$ cat src/rtl/tia_pkg.sv
// ----------------------------------------------------------------------------
// tia_pkg
// Shared types and constants for the tagged integer ALU.
// ----------------------------------------------------------------------------
package tia_pkg;

  localparam int unsigned DataWidthDef = 32;
  localparam int unsigned OpWidth      = 4;
  localparam int unsigned KindWidth    = 2;
  localparam int unsigned OutcomeWidth = 3;
  localparam int unsigned ShiftBits    = 5;
  localparam int unsigned QueueDepth   = 4;

  typedef enum logic [OpWidth-1:0] {
    OP_ADD = 4'd0, OP_SUB = 4'd1, OP_MUL = 4'd2, OP_DIV = 4'd3,
    OP_MOD = 4'd4, OP_AND = 4'd5, OP_OR  = 4'd6, OP_XOR = 4'd7,
    OP_SHL = 4'd8, OP_SHR = 4'd9, OP_EQ  = 4'd10, OP_NE = 4'd11,
    OP_LT  = 4'd12, OP_LE = 4'd13, OP_GT = 4'd14, OP_GE = 4'd15
  } op_e;

  typedef enum logic [KindWidth-1:0] {
    KIND_NUM = 2'd0, KIND_ERA = 2'd1, KIND_SUP = 2'd2, KIND_OTH = 2'd3
  } kind_e;

  typedef enum logic [OutcomeWidth-1:0] {
    OUT_NUM = 3'd0, OUT_ERA = 3'd1, OUT_DIST_A = 3'd2,
    OUT_DIST_B = 3'd3, OUT_BAD_A = 3'd4, OUT_BAD_B = 3'd5
  } outcome_e;

endpackage

$ cat src/rtl/tia_ram.sv
// ----------------------------------------------------------------------------
// tia_ram
// Generic single-write, single-read RAM with registered read data.
// ----------------------------------------------------------------------------
module tia_ram #(
  parameter int unsigned Width = 8,
  parameter int unsigned Depth = 4
) (
  input  logic                     clk_i,
  input  logic                     we_i,
  input  logic [$clog2(Depth)-1:0] waddr_i,
  input  logic [Width-1:0]         wdata_i,
  input  logic [$clog2(Depth)-1:0] raddr_i,
  output logic [Width-1:0]         rdata_o
);
  logic [Width-1:0] mem_q [Depth];

  always_ff @(posedge clk_i) begin
    if (we_i) begin
      mem_q[waddr_i] <= wdata_i;
    end
    rdata_o <= mem_q[raddr_i];
  end
endmodule

$ cat src/rtl/tia_queue.sv
// ----------------------------------------------------------------------------
// tia_queue
// Short FIFO between front and back, stored in the generic RAM.
// ----------------------------------------------------------------------------
module tia_queue
  import tia_pkg::*;
#(
  parameter int unsigned Width = 8
) (
  input  logic             clk_i,
  input  logic             rst_ni,
  input  logic             push_i,
  input  logic [Width-1:0] wdata_i,
  output logic             full_o,
  output logic             valid_o,
  input  logic             ready_i,
  output logic [Width-1:0] rdata_o
);
  localparam int unsigned AW = $clog2(QueueDepth);

  logic [AW:0]   wp_q, rp_q, rp_d;
  logic [AW:0]   cnt, occ;
  logic          ov_q, take;
  logic [AW-1:0] raddr;
  logic [Width-1:0] ram_q;

  // The RAM read is registered: fetch ahead into the output slot.
  // The held item keeps its RAM entry until it leaves, so count it as stored.
  assign cnt    = wp_q - rp_q;
  assign occ    = cnt + {{AW{1'b0}}, ov_q};
  assign full_o = (occ == (AW+1)'(QueueDepth));
  assign take   = (cnt != '0) && (!ov_q || ready_i);
  assign rp_d   = take ? rp_q + 1'b1 : rp_q;
  // Re-read the held entry while it waits.
  assign raddr  = take ? rp_q[AW-1:0] : rp_q[AW-1:0] - 1'b1;

  tia_ram #(.Width(Width), .Depth(QueueDepth)) u_ram (
    .clk_i, .we_i(push_i && !full_o), .waddr_i(wp_q[AW-1:0]), .wdata_i,
    .raddr_i(raddr), .rdata_o(ram_q)
  );

  always_ff @(posedge clk_i or negedge rst_ni) begin
    if (!rst_ni) begin
      wp_q <= '0;
      rp_q <= '0;
      ov_q <= 1'b0;
    end else begin
      if (push_i && !full_o) wp_q <= wp_q + 1'b1;
      rp_q <= rp_d;
      if (take) ov_q <= 1'b1;
      else if (ready_i) ov_q <= 1'b0;
    end
  end

  assign valid_o = ov_q;
  assign rdata_o = ram_q;
endmodule

$ cat config.mk
export PLATFORM = sky130hd
export DESIGN_NAME = tia_queue
export DESIGN_NICKNAME = d
export VERILOG_FILES = /design/src/rtl/tia_pkg.sv /design/src/rtl/tia_ram.sv /design/src/rtl/tia_queue.sv
export SDC_FILE = /design/constraint.sdc
export NUM_CORES = 1
export LEC_CHECK = 0
export ABC_AREA = 1
export BUFFER_PORTS_ARGS = -buffer_cell sky130_fd_sc_hd__buf_4
export CELL_PAD_IN_SITES_DETAIL_PLACEMENT = 0
export CELL_PAD_IN_SITES_GLOBAL_PLACEMENT = 1
export CORE_ASPECT_RATIO = 2
export CORE_MARGIN = 5
export CORE_UTILIZATION = 42
export CTS_CLUSTER_DIAMETER = 60
export DETAILED_ROUTE_END_ITERATION = 6
export PLACE_DENSITY = 0.72
export SETUP_SLACK_MARGIN = 0.5
export SKIP_LAST_GASP = 1
export SLEW_MARGIN = 20
export SYNTH_ARGS = -nofsm -noshare
export SYNTH_HDL_FRONTEND = slang
export SYNTH_SLANG_ARGS = --single-unit
$ cat constraint.sdc
create_clock -name clk_i -period 2.6 [get_ports clk_i]
set_clock_uncertainty 0.15 [all_clocks]
set_input_delay 0.39 -clock clk_i [delete_from_list [all_inputs] [get_ports clk_i]]
set_output_delay 0.39 -clock clk_i [all_outputs]
set_load 0.02 [all_outputs]
==> results.cfg <==
[hold_path]
holdPathStages = 1
holdCritStartpoint = wdata_i[1]
hold_end = u_ram.mem_q[0][1]
hold_path.class = in -> reg

[clock_tree]
clkTransAtPathRegs_ns = 0.09
cts_root_buf = clkbuf_8
tritoncts = yes
htree_levels = 2
cts_buffers = 5
cts_max_path_buffers = 2
cts.sinks = 47
clock_latency_ns = 0.29

[setup_path]
worstReg2RegStart = rp_q[0]
path_class = reg -> out
rr_endpoint = u_ram.mem_q[3][7]
crit_start = rp_q[0]
arrival_ns = 2.01
critPathCaptureType = primary output
crit_top_cell = ha_4
regToRegSetupSlack_ns = 0.13
cp_top_family = adder cells
slowest_delay_ns = 0.51
slowest_stage = fa_1
path_max_fanout = 2
worst-path-buf-inv = 3
reg2regPathDepth = 9
critPathRequiredTime_ns = 2.06
worst_setup_path_start_kind = register
worstPathCellList = ha_4, fa_1, inv_2, ha_4, nor2_4, nand3b_4, inv_4, buf_6

[detailed_routing]
drtIter0Drc = 74
viasPerCell = 4.83
wl_per_cell_um = 15.2
routed-via-count = 1482
drc = 0
drtPass1Iterations = 5
routed_wl_mm = 4.67
final_antenna_net_count = 0

[sta]
post-route-period-util_pct = 98.1
fmax_mhz = 392
drv_slew = 0
slew_headroom_pct = 80.4
hold_ws_ns = 0.157
fin_tns_setup_ns = 0
setup_viol = 0
fin_ws_ns = 0.0499
worst_pin_slew_ns = 0.292
rsz0062_at_grt = true
min_period_ns = 2.55
hold_violations = 0

[grt]
grt_first_pass_wirelength_mm = 7.62
antenna_found_initial = 0
gr-usage-all-layers_pct = 15.5
grt_max_degree = 16
first_global_vias = 1494
grt-ovfl-total = 0

[die]
io_pins = 22
start_util_pct = 43.2
die_area_um2 = 6980
coreArea_um2 = 5180
die_y_um = 113
row_count = 37
die_x_um = 61.6

[finish]
final_util_pct = 54.1
drive_above_1_share_pct = 34.5
synthToLayoutAreaGrowth_pct = 25.3
fin_nets = 269
antennaDiodeCount = 0
fillers = 472

[yosys]
yosys_warnings = 0
synth-seq-cells = 47
yosysTopAreaCellShare_pct = 42.9
syn-cell-area_um2 = 2240
synth_cells = 208
ys_top_cells_by_area = edfxtp_1 43%, dfrtp_1 7.8%, nand3_1 7.8%, inv_1 7.5%, dfxtp_1 7.2%
syn-num-nets = 229
synth_largest_area_cell = edfxtp_1
yosysSeqAreaShare_pct = 57.9
syn_area_per_cell_um2 = 10.8
synth_cell_types = 22

[placement]
pre_cts_ws_ns = 0.115
dp_hpwl_mm = 3.51
gp_congestion = 0.743
portBuffers = 21

[run]
max_cap_violations = 0

[status]
status = completed
## area by class of cell
type                       instances  area, µm²  share of cell area [%]
clock buffer                       6       72.6                    2.59
clock inverter                     2       37.5                    1.34
inverter                          50        190                    6.78
multi-input combinational        110        870                    31.0
sequential                        47       1300                    46.3
tap                               58       72.6                    2.59
timing repair buffer              34        265                    9.46
## metal layers
layer | wire length [µm] | track usage [%]
met3 | 181 | 2.63
met1 | 1570 | 15.3
met2 | 2730 | 28.3
met4 | 191 | 8.64
met5 | 0 | 0
## worst register-to-register path: stages, from the launching register on
cell      delay, ns
dfrtp_2        0.43
ha_4           0.16
fa_1           0.51
inv_2          0.05
ha_4           0.27
nor2_4         0.03
nand3b_4       0.08
buf_4          0.15
nand2_8        0.09
nor2_4         0.23
## repair_timing
action,CTS,global route
pin swaps,8,2
buffers inserted,10,0
gates resized for setup,10,3
endpoints found under the hold margin,7,0
hold buffers,1,0
endpoints found under the setup margin,45,45
gates cloned,1,0
## cells in the mapped netlist (all sizes together)
master,count
nand2,40
inv,49
xnor2,1
nor2,6
nand3b,1
dfrtp,7
clkinv,1
nand3,48
ha,8
buf,2
o21ai,3
dfxtp,8
edfxtp,32
xor2,1
fa,1
## per-stage QoR
step | area [µm²] | cells
after detailed placement | 2540 | 287
after global placement | 2540 | 287
after floorplan | 2320 | 208
after CTS | 2800 | 307
after global routing | 2810 | 307
final | 2810 | 307
## sequential cells by signal (all words and copies together), names as in the netlist
name	flops
rp_q	3
u_ram.mem_q	32
u_ram.rdata_o	8
valid_o	1
wp_q	3
## cell usage in the layout (no fill, tap or decap), types with 2 or more instances in the layout
master / count
nand2_4: 2
nor2_4: 5
ha_4: 2
nand2_8: 5
dfxtp_1: 8
nand2_1: 30
buf_6: 2
clkbuf_8: 5
buf_4: 31
edfxtp_1: 32
nand2_2: 3
ha_1: 6
inv_1: 42
nand3_2: 17
dfrtp_1: 6
nand3_1: 31
inv_2: 6
## cells by family after synthesis
| kind of cell | after synthesis | synth area share [%] |
|---|---|---|
| buf+inv | 52 | 9.38 |
| xor+xnor | 2 | 0.782 |
| fa+ha+maj | 9 | 5.36 |
| flops | 47 | 57.9 |
| simple gates | 95 | 25.8 |
| compound gates | 3 | 0.838 |
## worst max path at each step
stage / endpoint / slack [ns] / depth (start not counted)
finish: full_o / 0.05 / 8
global route: full_o / -0.04 / 10
CTS: full_o / -0.02 / 8
detailed placement: u_ram.mem_q[3][4] / 0.12 / 10
global placement: u_ram.mem_q[3][7] / 0.17 / 10
floorplan: u_ram.mem_q[0][0] / 0.28 / 9
Power is not shown: default switching activity piles up to over one toggle a cycle in this logic, so the estimate is an artifact.
